--- src/rtl/tgv_pkg.sv ---
package tgv_pkg;
    localparam int ACCEL_WIDTH = 19;
    localparam int AW = ACCEL_WIDTH;
    localparam int SQW = 2 * AW + 2;
    localparam int RTW = AW + 1;
    localparam int DW = 2 * AW + 16;

    localparam logic CFG_MIN_MAGNITUDE = 1'b0;
    localparam logic CFG_FALLBACK_GRAVITY = 1'b1;
    localparam logic [15:0] MIN_MAG_RESET = 16'd500;
    localparam logic [17:0] FALLBACK_RESET = 18'd9812;
    localparam logic [14:0] Q14_ONE = 15'd16384;

    typedef enum logic [6:0] {
        ST_IDLE = 7'b0000001,
        ST_SQA  = 7'b0000010,
        ST_SQB  = 7'b0000100,
        ST_ROOT = 7'b0001000,
        ST_MSET = 7'b0010000,
        ST_DIV  = 7'b0100000,
        ST_OUT  = 7'b1000000
    } state_t;
endpackage

--- src/rtl/tgv_sqrt.sv ---
module tgv_sqrt (
    input  logic                        aclk,
    input  logic                        aresetn,
    input  logic                        start,
    input  logic [tgv_pkg::SQW-1:0]     radicand,
    output logic                        done,
    output logic [tgv_pkg::RTW-1:0]     root
);
    import tgv_pkg::*;

    localparam int STEPS = SQW / 2;
    localparam int CW = $clog2(STEPS + 1);

    logic [SQW-1:0] rad_reg;
    logic [RTW+1:0] rem_reg;
    logic [RTW-1:0] root_reg;
    logic [CW-1:0]  cnt_reg;
    logic           busy_reg;
    logic           done_reg;
    logic [RTW+1:0] rem_shift;
    logic [RTW+1:0] trial;

    // one result bit per cycle, two radicand bits shifted in
    assign rem_shift = {rem_reg[RTW-1:0], rad_reg[SQW-1 -: 2]};
    assign trial = {root_reg, 2'b01};

    always_ff @(posedge aclk) begin
        if (!aresetn) begin
            busy_reg <= 1'b0;
            done_reg <= 1'b0;
            cnt_reg  <= '0;
        end else begin
            // flag the cycle after the last step, once the root has settled
            done_reg <= busy_reg && (cnt_reg == CW'(1));
            if (start) begin
                busy_reg <= 1'b1;
                cnt_reg  <= CW'(STEPS);
                rad_reg  <= radicand;
                rem_reg  <= '0;
                root_reg <= '0;
            end else if (busy_reg) begin
                rad_reg <= {rad_reg[SQW-3:0], 2'b00};
                if (rem_shift >= trial) begin
                    rem_reg  <= rem_shift - trial;
                    root_reg <= {root_reg[RTW-2:0], 1'b1};
                end else begin
                    rem_reg  <= rem_shift;
                    root_reg <= {root_reg[RTW-2:0], 1'b0};
                end
                cnt_reg <= cnt_reg - 1'b1;
                if (cnt_reg == CW'(1)) busy_reg <= 1'b0;
            end
        end
    end

    assign done = done_reg;
    assign root = root_reg;
endmodule

--- src/rtl/tgv_div.sv ---
module tgv_div (
    input  logic                     aclk,
    input  logic                     aresetn,
    input  logic                     start,
    input  logic [tgv_pkg::DW-1:0]   dividend,
    input  logic [tgv_pkg::DW-1:0]   divisor,
    output logic                     done,
    output logic [tgv_pkg::DW-1:0]   quotient
);
    import tgv_pkg::*;

    localparam int CW = $clog2(DW + 1);

    logic [DW-1:0] quo_reg;
    logic [DW:0]   rem_reg;
    logic [DW-1:0] dvs_reg;
    logic [CW-1:0] cnt_reg;
    logic          busy_reg;
    logic          done_reg;
    logic [DW:0]   rem_shift;

    // restoring division, one quotient bit per cycle
    assign rem_shift = {rem_reg[DW-1:0], quo_reg[DW-1]};

    always_ff @(posedge aclk) begin
        if (!aresetn) begin
            busy_reg <= 1'b0;
            done_reg <= 1'b0;
            cnt_reg  <= '0;
        end else begin
            // flag the cycle after the last step, once the quotient has settled
            done_reg <= busy_reg && (cnt_reg == CW'(1));
            if (start) begin
                busy_reg <= 1'b1;
                cnt_reg  <= CW'(DW);
                quo_reg  <= dividend;
                rem_reg  <= '0;
                dvs_reg  <= divisor;
            end else if (busy_reg) begin
                if (rem_shift >= {1'b0, dvs_reg}) begin
                    rem_reg <= rem_shift - {1'b0, dvs_reg};
                    quo_reg <= {quo_reg[DW-2:0], 1'b1};
                end else begin
                    rem_reg <= rem_shift;
                    quo_reg <= {quo_reg[DW-2:0], 1'b0};
                end
                cnt_reg <= cnt_reg - 1'b1;
                if (cnt_reg == CW'(1)) busy_reg <= 1'b0;
            end
        end
    end

    assign done = done_reg;
    assign quotient = quo_reg;
endmodule

--- src/rtl/tilt_from_gravity_vector.sv ---
// Tilt from a gravity vector. One sample at a time: squares are formed with
// one shared multiplier, then two square roots (horizontal and full length)
// run one bit per cycle on a shared root unit (ACCEL_WIDTH+1 steps each),
// then two divisions (tilt sine and direction ratio) run one quotient bit per
// cycle on a shared divider (2*ACCEL_WIDTH+16 steps each); each unit hands
// over its result in the cycle after its last step. The next sample is taken
// only once the result has been loaded into the output register, and not
// while the previous result still waits there unaccepted. Configuration
// writes are accepted at any time and should be made while idle.
module tilt_from_gravity_vector (
    input  logic                                aclk,
    input  logic                                aresetn,
    input  logic                                s_valid,
    output logic                                s_ready,
    input  logic signed [tgv_pkg::AW-1:0]       s_accel_x,
    input  logic signed [tgv_pkg::AW-1:0]       s_accel_y,
    input  logic signed [tgv_pkg::AW-1:0]       s_accel_z,
    input  logic                                s_sample_valid,
    output logic                                m_valid,
    input  logic                                m_ready,
    output logic [18:0]                         m_magnitude,
    output logic [14:0]                         m_tilt_sine_q14,
    output logic [6:0]                          m_tilt_degrees,
    output logic [11:0]                         m_direction_decideg,
    input  logic                                cfg_valid,
    output logic                                cfg_ready,
    input  logic                                cfg_index,
    input  logic [17:0]                         cfg_data
);
    import tgv_pkg::*;

    state_t state_reg;
    logic [1:0] sub_reg;
    logic [15:0] minmag_reg;
    logic [17:0] fallback_reg;
    logic [AW-1:0] ax_reg, ay_reg, az_reg;
    logic xneg_reg, yneg_reg;
    logic [2*AW-1:0] sqx_reg, sqy_reg, sqz_reg;
    logic [RTW-1:0] horiz_reg, mag_reg;
    logic [DW-1:0] tilt_q_reg;
    logic mvalid_reg;
    logic [18:0] omag_reg;
    logic [14:0] otilt_reg;
    logic [6:0] odeg_reg;
    logic [11:0] odir_reg;

    logic [AW-1:0] absx, absy, absz;
    logic [AW-1:0] mul_a, mul_b;
    logic [2*AW-1:0] mul_p;
    logic sq_start, sq_done, dv_start, dv_done;
    logic [SQW-1:0] sq_rad;
    logic [RTW-1:0] sq_root;
    logic [DW-1:0] dv_n, dv_d, dv_q;
    logic [RTW-1:0] mag_fix;
    logic b_ge_a;
    logic [2*AW-1:0] big_sq, sml_sq, ab;
    logic [14:0] tilt_sat;
    logic [21:0] deg_prod;
    logic [11:0] ang, ang1, ang2;
    logic [12:0] ang3;

    assign cfg_ready = 1'b1;
    assign s_ready = (state_reg == ST_IDLE);

    // hold configuration
    always_ff @(posedge aclk) begin
        if (!aresetn) begin
            minmag_reg   <= MIN_MAG_RESET;
            fallback_reg <= FALLBACK_RESET;
        end else if (cfg_valid) begin
            case (cfg_index)
                CFG_MIN_MAGNITUDE:    minmag_reg <= cfg_data[15:0];
                CFG_FALLBACK_GRAVITY: fallback_reg <= cfg_data;
                default: ;
            endcase
        end
    end

    assign absx = s_accel_x[AW-1] ? AW'(-s_accel_x) : s_accel_x;
    assign absy = s_accel_y[AW-1] ? AW'(-s_accel_y) : s_accel_y;
    assign absz = s_accel_z[AW-1] ? AW'(-s_accel_z) : s_accel_z;

    // shared multiplier, one product per cycle
    always_comb begin
        case (sub_reg)
            2'd0:    begin mul_a = ax_reg; mul_b = ax_reg; end
            2'd1:    begin mul_a = ay_reg; mul_b = ay_reg; end
            2'd2:    begin mul_a = az_reg; mul_b = az_reg; end
            default: begin mul_a = ax_reg; mul_b = ay_reg; end
        endcase
    end
    assign mul_p = mul_a * mul_b;

    assign b_ge_a = (ay_reg >= ax_reg);
    assign big_sq = b_ge_a ? sqy_reg : sqx_reg;
    assign sml_sq = b_ge_a ? sqx_reg : sqy_reg;
    assign ab = sqz_reg;

    assign mag_fix = (mag_reg < RTW'(minmag_reg)) ? RTW'(fallback_reg) : mag_reg;

    always_comb begin
        sq_start = 1'b0;
        sq_rad = '0;
        dv_start = 1'b0;
        dv_n = '0;
        dv_d = '0;
        if (state_reg == ST_SQB) begin
            sq_start = (sub_reg == 2'd3);
            sq_rad = SQW'(sqx_reg) + SQW'(sqy_reg);
        end else if (state_reg == ST_ROOT && sq_done && sub_reg == 2'd0) begin
            sq_start = 1'b1;
            sq_rad = SQW'(sqx_reg) + SQW'(sqy_reg) + SQW'(sqz_reg);
        end
        if (state_reg == ST_MSET) begin
            dv_start = 1'b1;
            dv_n = DW'(horiz_reg) << 14;
            dv_d = DW'(mag_fix);
        end else if (state_reg == ST_DIV && dv_done && sub_reg == 2'd0) begin
            dv_start = 1'b1;
            dv_n = DW'(ab) * DW'(14'd10314);
            dv_d = DW'(big_sq) * DW'(5'd18) + DW'(sml_sq) * DW'(3'd5) + DW'(1);
        end
    end

    tgv_sqrt u_sqrt (
        .aclk(aclk), .aresetn(aresetn), .start(sq_start), .radicand(sq_rad),
        .done(sq_done), .root(sq_root)
    );

    tgv_div u_div (
        .aclk(aclk), .aresetn(aresetn), .start(dv_start), .dividend(dv_n),
        .divisor(dv_d), .done(dv_done), .quotient(dv_q)
    );

    // saturate the tilt sine, scale it to degrees, and fold the ratio into the full circle
    assign tilt_sat = (mag_reg == '0) ? ((horiz_reg != '0) ? Q14_ONE : 15'd0) :
                      ((tilt_q_reg > DW'(Q14_ONE)) ? Q14_ONE : tilt_q_reg[14:0]);
    assign deg_prod = 22'(tilt_sat) * 22'd90;
    assign ang = b_ge_a ? dv_q[11:0] : 12'd900 - dv_q[11:0];
    assign ang1 = yneg_reg ? 12'd1800 - ang : ang;
    assign ang2 = xneg_reg ? 12'd3600 - ang1 : ang1;
    assign ang3 = (ax_reg == '0 && ay_reg == '0) ? 13'd0 :
                  ((ang2 >= 12'd3600) ? 13'(ang2 - 12'd3600) : 13'(ang2));

    // sequence one sample
    always_ff @(posedge aclk) begin
        if (!aresetn) begin
            state_reg  <= ST_IDLE;
            sub_reg    <= '0;
            mvalid_reg <= 1'b0;
        end else begin
            if (mvalid_reg && m_ready && state_reg != ST_OUT) mvalid_reg <= 1'b0;
            case (state_reg)
                ST_IDLE: begin
                    if (s_valid) begin
                        ax_reg   <= s_sample_valid ? absx : '0;
                        ay_reg   <= s_sample_valid ? absy : '0;
                        az_reg   <= s_sample_valid ? absz : AW'(fallback_reg);
                        xneg_reg <= s_sample_valid & s_accel_x[AW-1];
                        yneg_reg <= s_sample_valid & s_accel_y[AW-1];
                        sub_reg  <= 2'd0;
                        state_reg <= ST_SQA;
                    end
                end
                ST_SQA: begin
                    case (sub_reg)
                        2'd0:    sqx_reg <= mul_p;
                        2'd1:    sqy_reg <= mul_p;
                        default: sqz_reg <= mul_p;
                    endcase
                    sub_reg <= sub_reg + 1'b1;
                    if (sub_reg == 2'd2) state_reg <= ST_SQB;
                end
                ST_SQB: begin
                    sub_reg <= 2'd0;
                    state_reg <= ST_ROOT;
                end
                ST_ROOT: begin
                    if (sq_done) begin
                        if (sub_reg == 2'd0) begin
                            horiz_reg <= sq_root;
                            sub_reg <= 2'd3;
                        end else begin
                            mag_reg <= sq_root;
                            state_reg <= ST_MSET;
                        end
                    end else if (sub_reg == 2'd3) begin
                        // z square is consumed, reuse its register for a*b
                        sqz_reg <= mul_p;
                    end
                end
                ST_MSET: begin
                    mag_reg <= mag_fix;
                    sub_reg <= 2'd0;
                    state_reg <= ST_DIV;
                end
                ST_DIV: begin
                    if (dv_done) begin
                        if (sub_reg == 2'd0) begin
                            tilt_q_reg <= dv_q;
                            sub_reg <= 2'd1;
                        end else begin
                            state_reg <= ST_OUT;
                        end
                    end
                end
                ST_OUT: begin
                    if (!mvalid_reg || m_ready) begin
                        mvalid_reg <= 1'b1;
                        omag_reg   <= 19'(mag_reg);
                        otilt_reg  <= tilt_sat;
                        odeg_reg   <= deg_prod[20:14];
                        odir_reg   <= ang3[11:0];
                        state_reg  <= ST_IDLE;
                    end
                end
                default: state_reg <= ST_IDLE;
            endcase
        end
    end

    assign m_valid = mvalid_reg;
    assign m_magnitude = omag_reg;
    assign m_tilt_sine_q14 = otilt_reg;
    assign m_tilt_degrees = odeg_reg;
    assign m_direction_decideg = odir_reg;
endmodule
--- config.mk ---
export PLATFORM = sky130hd
export DESIGN_NAME = tilt_from_gravity_vector
export DESIGN_NICKNAME = d
export VERILOG_FILES = /design/src/rtl/tgv_pkg.sv /design/src/rtl/tgv_sqrt.sv /design/src/rtl/tgv_div.sv /design/src/rtl/tilt_from_gravity_vector.sv
export SDC_FILE = /design/constraint.sdc
export NUM_CORES = 2
export LEC_CHECK = 0
export ABC_AREA = 1
export BUFFER_PORTS_ARGS = -buffer_cell sky130_fd_sc_hd__clkbuf_2
export CORE_MARGIN = 5
export CORE_UTILIZATION = 45
export CTS_CLUSTER_DIAMETER = 40
export CTS_CLUSTER_SIZE = 28
export DETAILED_ROUTE_END_ITERATION = 6
export RECOVER_POWER = 25
export SYNTH_ARGS = -nofsm -noshare
export SYNTH_HDL_FRONTEND = slang
export SYNTH_SLANG_ARGS = --single-unit
--- constraint.sdc ---
create_clock -name aclk -period 8.3 [get_ports aclk]
set_clock_uncertainty 0.05 [all_clocks]
set_input_delay 0.83 -clock aclk [delete_from_list [all_inputs] [get_ports aclk]]
set_output_delay 0.83 -clock aclk [all_outputs]
set_load 0.05 [all_outputs]
# Word level (Yosys, flattened, before mapping)
# Cells that the tools add are included.
[totals] reg_bits=612 wordCells=210 in_bits=82 out_inout_bits=56
[classes] n_reduce_logical=44 multipliers=5 mux=71 magnitude_cmp=6 eq_ne=25 n_addsub=16 bitwise_logic=5
[op_table] operator="$mux W54" n=4
[op_table] operator="$mux W38" n=5
[op_table] operator="$mux W20" n=8
[op_table] operator="$mux W40" n=4
[op_table] operator="$mux W52" n=2
[op_table] operator="$pmux W19 S2" n=2
[op_table] operator="$pmux W38 S2" n=1
[op_table] operator="$mux W18" n=4
[op_table] operator="$neg A19 Y19" n=3
[op_table] operator="$ge A55 B45 Y1" n=1
[op_table] operator="$gt A54 B15 Y1 const B" n=1
[op_table] operator="$sub A54 B45 Y54" n=1
[op_table] operator="$mul A38 B13 Y51 const B" n=1
[op_table] operator="$mux W7" n=7
[op_table] operator="$pmux W7 S7" n=1
[op_table] operator="$mux W12" n=4
[op_table] operator="$add A44 B1 Y45 const B" n=1
[op_table] operator="$mux W15" n=3
[op_table] operator="$add A43 B41 Y44" n=1
[op_table] operator="$mul A38 B4 Y42 const B" n=1
[op_table] operator="$mul A38 B3 Y41 const B" n=1
[op_table] operator="$add A39 B38 Y40" n=1
[op_table] operator="$pmux W20 S2" n=1
[op_table] operator="$add A38 B38 Y39" n=1
[op_table] operator="other kinds (51)" n=113

# Longest topological paths before layout
[logic_depth] ltp_word=8 mapped_depth=46 mapped_depth_nobuf=44

# Hierarchy
# Synthesis repeated with hierarchy kept, for this count alone.
[hier_totals] hier_cells=8121 area_unflattened_um2=63828.7
[by_module_without_submodules] mod="tilt_from_gravity_vector" n_inst=1 cells_each=5743 area_per_inst_um2=46504.6 seq_area_each_um2=10490.1
[by_module_without_submodules] mod="tgv_div" n_inst=1 cells_each=1724 area_per_inst_um2=12115.4 seq_area_each_um2=5024.8
[by_module_without_submodules] mod="tgv_sqrt" n_inst=1 cells_each=654 area_per_inst_um2=5208.7 seq_area_each_um2=2542.4

# Worst setup path after synthesis
# No wires, ideal clock.
[synth_timing] path_type="register to register" from="reg state_reg[6]" to="reg sqz_reg[0], in the netlist ab[0] (enable)" t_arrival_ns=7.074 setup_ns=0.638 required_time_ns=7.612 n_path_buf=0 path_stages_with_launch=6 period_less_slack_ns=7.763 slack_ns=0.537 path_cell_list="dfxtp_1 -> nor3_1 -> inv_1 -> nor4_2 -> o21ai_0 -> a2111oi_0"
[synth_between] elab_chain_len=3 elab_cells_between_ends=7 cone_classes="eq/ne: 5; reduce/logical: 2"
[synth_rtl] element="from (decl)" line="tilt_from_gravity_vector.sv:32" source="state_t state_reg;"
[synth_rtl] element="from (signal assigned)" line="tilt_from_gravity_vector.sv:148" source="state_reg <= ST_IDLE;"
[synth_rtl] element="from (signal assigned)" line="tilt_from_gravity_vector.sv:162" source="state_reg <= ST_SQA;"
[synth_rtl] element="from (signal assigned)" line="tilt_from_gravity_vector.sv:172" source="if (sub_reg == 2'd2) state_reg <= ST_SQB;"
[synth_rtl] element="$eq A7 B4 Y1 or $eq A7 B2 Y1 (tied branches)" line="tilt_from_gravity_vector.sv:153" source="case (state_reg)"
[synth_rtl] element="$ne A2 B2 Y1 (no source line) (tied with other cells)"
[synth_rtl] element="$reduce_and A5 Y1 (no source line) (*)"
[synth_rtl] element="to (signal assigned)" line="tilt_from_gravity_vector.sv:169" source="default: sqz_reg <= mul_p;"
[synth_rtl] element="to (signal assigned)" line="tilt_from_gravity_vector.sv:189" source="sqz_reg <= mul_p;"
[synth_rtl] element="to (decl)" line="tilt_from_gravity_vector.sv:38" source="logic [2*AW-1:0] sqx_reg, sqy_reg, sqz_reg;"
# Mark *: on every way between the ends. The rest lies on a longest branch, timed or not.
# A chain may end at the register's enable or synchronous reset.

# Final worst setup path
[layout_timing] from="reg sub_reg[0]" to="reg sqx_reg[30], data pin"
[layout_between] elab_chain_len=3 elab_cells_between_ends=6 cone_classes="mul: 1; eq/ne: 2; mux: 2; reduce/logical: 1"
[layout_rtl] element="from (decl)" line="tilt_from_gravity_vector.sv:33" source="logic [1:0] sub_reg;"
[layout_rtl] element="from (signal assigned)" line="tilt_from_gravity_vector.sv:171" source="sub_reg <= sub_reg + 1'b1;"
[layout_rtl] element="$eq A2 B2 Y1 (tied with other cells)" line="tilt_from_gravity_vector.sv:85" source="case (sub_reg)"
[layout_rtl] element="$pmux W19 S2" line="tilt_from_gravity_vector.sv:85"
[layout_rtl] element="$mul A19 B19 Y38 (*)" line="tilt_from_gravity_vector.sv:92" source="assign mul_p = mul_a * mul_b;"
[layout_rtl] element="named net mul_p[30]" line="tilt_from_gravity_vector.sv:49" source="logic [2*AW-1:0] mul_p;"
[layout_rtl] element="to (signal assigned)" line="tilt_from_gravity_vector.sv:167" source="2'd0: sqx_reg <= mul_p;"
[layout_rtl] element="to (decl)" line="tilt_from_gravity_vector.sv:38"
# The timed path passes the listed nets; every way through them passes the cells marked *.

==> results.py <==
metrics = {
    "worst_setup_path": {
        "worst-path-max-fanout": 12,
        "required_ps": 8660,
        "critPathArrivalTime_ps": 8170,
        "slowest_stage": "fa_1",
        "cp-startpoint": "sub_reg[0]$_SDFFE_PN0P_",
        "rr_startpoint": "sub_reg[0]$_SDFFE_PN0P_",
        "endpoint": "sqx_reg[30]$_DFFE_PP_",
        "path_class": "reg -> reg",
        "end_kind": "flip-flop",
        "worstReg2RegEnd": "sqx_reg[30]$_DFFE_PP_",
        "ff2ff_setup_slack_ps": 490,
        "cpPeakStageDelay_ps": 560,
        "cp_common_cell": "inv_1",
        "rr_worst_depth": 31,
        "start_kind": "flip-flop",
    },
    "min_path": {
        "hold_path_class": "in -> reg",
    },
    "route": {
        "num_vias": 49600,
        "avgViaCountPerCell": 5.37,
        "drc_errors": 3,
        "drt-initial-drc-count": 3653,
        "drt_wl_total_mm": 185,
        "ant_nets": 0,
        "firstDrtPassIters": 7,
        "wire_per_inst_um": 20.0,
    },
    "timing": {
        "rsz0062_at_grt": "no",
        "max_slew.worst_pin.slew_ps": 3540,
        "fin_crit_ps": 7810,
        "max_freq_mhz": 128,
        "drv_slew": 225,
        "finalHoldViolCount": 0,
        "slew_headroom_pct": -136,
        "period_share_pct": 94.1,
        "tns_ps": 0,
        "final-setup-viol-count": 0,
    },
    "global_routing": {
        "grt_max_degree": 91,
        "grt_pass1_wl_mm": 286,
        "overflow": 0,
        "grt.total_usage_pct": 26.0,
        "antenna_found_initial": 3,
        "grt_pass1_vias": 49200,
    },
    "synthesis": {
        "synth_edf_count": 552,
        "ys_seq_area_share_pct": 29.6,
        "synth_area_sq_um": 60100,
        "synth_area_per_cell_sq_um": 8.34,
        "async_flop_share_pct": 0,
        "synth-main-ff-cell": "edfxtp_1",
        "ys_top_cells_by_area": "edfxtp_1, fa_1, ha_1, inv_1, nand2_1",
        "netlist.area_leader.share_pct": 27.6,
        "synth_cell_type_count": 69,
        "syn_inst": 7203,
        "synth_warnings": 0,
        "ys_ff_latch": 611,
        "yosysTopAreaCell": "edfxtp_1",
        "synth_nets": 8383,
    },
    "cts": {
        "clkTransAtPathRegs_ps": 60,
        "cts_made_buffers": 94,
        "cts.sinks": 611,
        "cts_tree": "done",
        "root_buffer": "clkbuf_16",
        "clk_latency_ps": 710,
        "htree_num_levels": 3,
        "cts_buffer_depth": 3,
    },
    "layout": {
        "final_cells": 9235,
        "drive_gt1_share_pct": 6.15,
        "diodes": 0,
        "fin_util_pct": 50.0,
        "nNetsFinal": 8568,
        "final_cell_area_sq_um": 66500,
        "syn_to_final_growth_pct": 10.7,
    },
    "die": {
        "placementRows": 134,
        "start_util_pct": 45.1,
        "die_area_sq_um": 141000,
        "fp.dieW_um": 375,
        "pin_count": 138,
        "core_sq_um": 133000,
        "die_height_um": 375,
    },
    "placed_design": {
        "hpwl_mm": 153,
        "dp_cells": 9044,
        "gp_congestion": 0.994,
        "portBuffers": 136,
        "place_area_sq_um": 63100,
    },
    "outcome": {
        "violations": "design-rule violations, max-capacitance violations, max-slew violations",
        "outcome": "finished with violations",
    },
    "run": {
        "maxCapViolCount": 5,
    },
}
[logic make-up (layout without fill, tap and decap cells)]
logic type	after synthesis	in the layout	synth area share, %
AO/OA/AOI/OAI	1478	1478	13.6
XOR/XNOR	224	224	3.27
adder cells (fa/ha/maj)	1098	1098	28.5
buffers and inverters	1562	1826	9.81
flip-flops	611	611	29.6
other	1	1	0.00624
AND/OR/NAND/NOR	2229	2229	15.3
[worst min path at each step]
stage,endpoint,startpoint,depth (start not counted)
finish,fallback_reg[10]$_SDFFE_PN1P_,cfg_data[10],3
global route,fallback_reg[10]$_SDFFE_PN1P_,cfg_data[10],3
CTS,fallback_reg[9]$_SDFFE_PN1P_,cfg_data[9],3
detailed placement,tilt_q_reg[22]$_DFFE_PP_,u_div.quotient[22]$_DFFE_PP_,0
global placement,tilt_q_reg[29]$_DFFE_PP_,u_div.quotient[29]$_DFFE_PP_,0
floorplan,horiz_reg[0]$_DFFE_PP_,u_sqrt.root[0]$_SDFFCE_PP0P_,0
[per-layer routing]
layer | global-route usage (%) | part of all wire [%] | vias to the layer above | routed length [um]
li1 | - | - | 24100 | -
met3 | 3.41 | 5.6 | 280 | 10300
met2 | 45.3 | 49 | 1362 | 90400
met4 | 9.69 | 4.1 | 0 | 7510
met5 | 0 | 0 | - | 0
met1 | 33.2 | 41 | 23800 | 76600
[synth_stat cells, drive strengths merged (4+ instances only)]
cell / instances
buf: 19
dfxtp: 59
xor2: 127
nor4: 42
o221ai: 21
or2: 27
o21bai: 11
o211ai: 49
o21a: 50
clkbuf: 135
a31oi: 67
o31ai: 11
ha: 652
fa: 446
o22ai: 8
o21ai: 552
o2111ai: 7
nand3: 167
and3: 9
a21boi: 17
xnor2: 97
a211oi: 18
a21oi: 628
and2: 4
nor2: 599
nand4: 51
clkinv: 20
a21o: 17
edfxtp: 552
inv: 1388
nor3: 86
o41ai: 5
nand2: 1236
[timing repair]
item                       4_1_cts  5_1_grt
gates resized for setup          0       30
setup buffers                    0       16
hold buffers                     0        0
setup endpoints to repair        0       42
[worst max-delay path, delay by kind of cell (launching register included)]
family                     cells  cell delay, ps
xor gates and xnor gates       1             330
buffers and inverters         10            1440
DFF                            1             360
and+or+nand+nor                5             530
AOI/OAI and AO/OA              7            1140
adders and majority gates      8            3650
[cell usage in the layout, fill, tap and decap left out, types with 9 or more instances in the layout]
master,Yosys,final
inv_1,1380,1372
nand2_1,1217,1213
ha_1,652,651
a21oi_1,626,624
nor2_1,592,587
edfxtp_1,552,552
o21ai_0,526,521
fa_1,446,446
nand3_1,164,164
xor2_1,127,126
buf_4,2,98
xnor2_1,97,97
clkbuf_16,0,94
nor3_1,85,84
clkbuf_2,0,79
a31oi_1,67,67
clkbuf_1,135,67
dfxtp_1,59,59
o21a_1,50,50
o211ai_1,49,49
nand4_1,49,49
nor4_1,41,39
o21ai_1,22,27
or2_2,26,26
o221ai_1,21,21
nand2_2,18,18
a211oi_1,18,18
clkinvlp_4,0,17
clkinv_1,20,17
a21o_1,17,17
inv_6,0,16
inv_2,8,14
inv_8,0,13
a21boi_0,13,11
o21bai_1,11,11
o31ai_1,11,10
clkinv_8,0,10
and3_1,9,9
[area by class of cell]
| cell class | instances | area [sq um] |
|---|---|---|
| Clock inverter | 79 | 965 |
| Sequential cell | 611 | 17800 |
| Tap cell | 1768 | 2210 |
| Clock buffer | 96 | 2360 |
| Multi-Input combinational cell | 5030 | 36500 |
| Inverter | 1408 | 5310 |
| Fill cell | 13000 | 66600 |
| Timing Repair Buffer | 243 | 1390 |
[per-stage QoR]
stage | setup slack [ps] | hold slack, ps
after global routing | 7.88 | 306
after global placement | 201 | 381
after detailed placement | 56.4 | 383
after floorplan | 537 | 376
final | 492 | 326
after CTS | 14.1 | 266
Power is left out: the tool's default activity adds up to more than one toggle a clock period on the data nets, which glitch-free logic cannot reach.
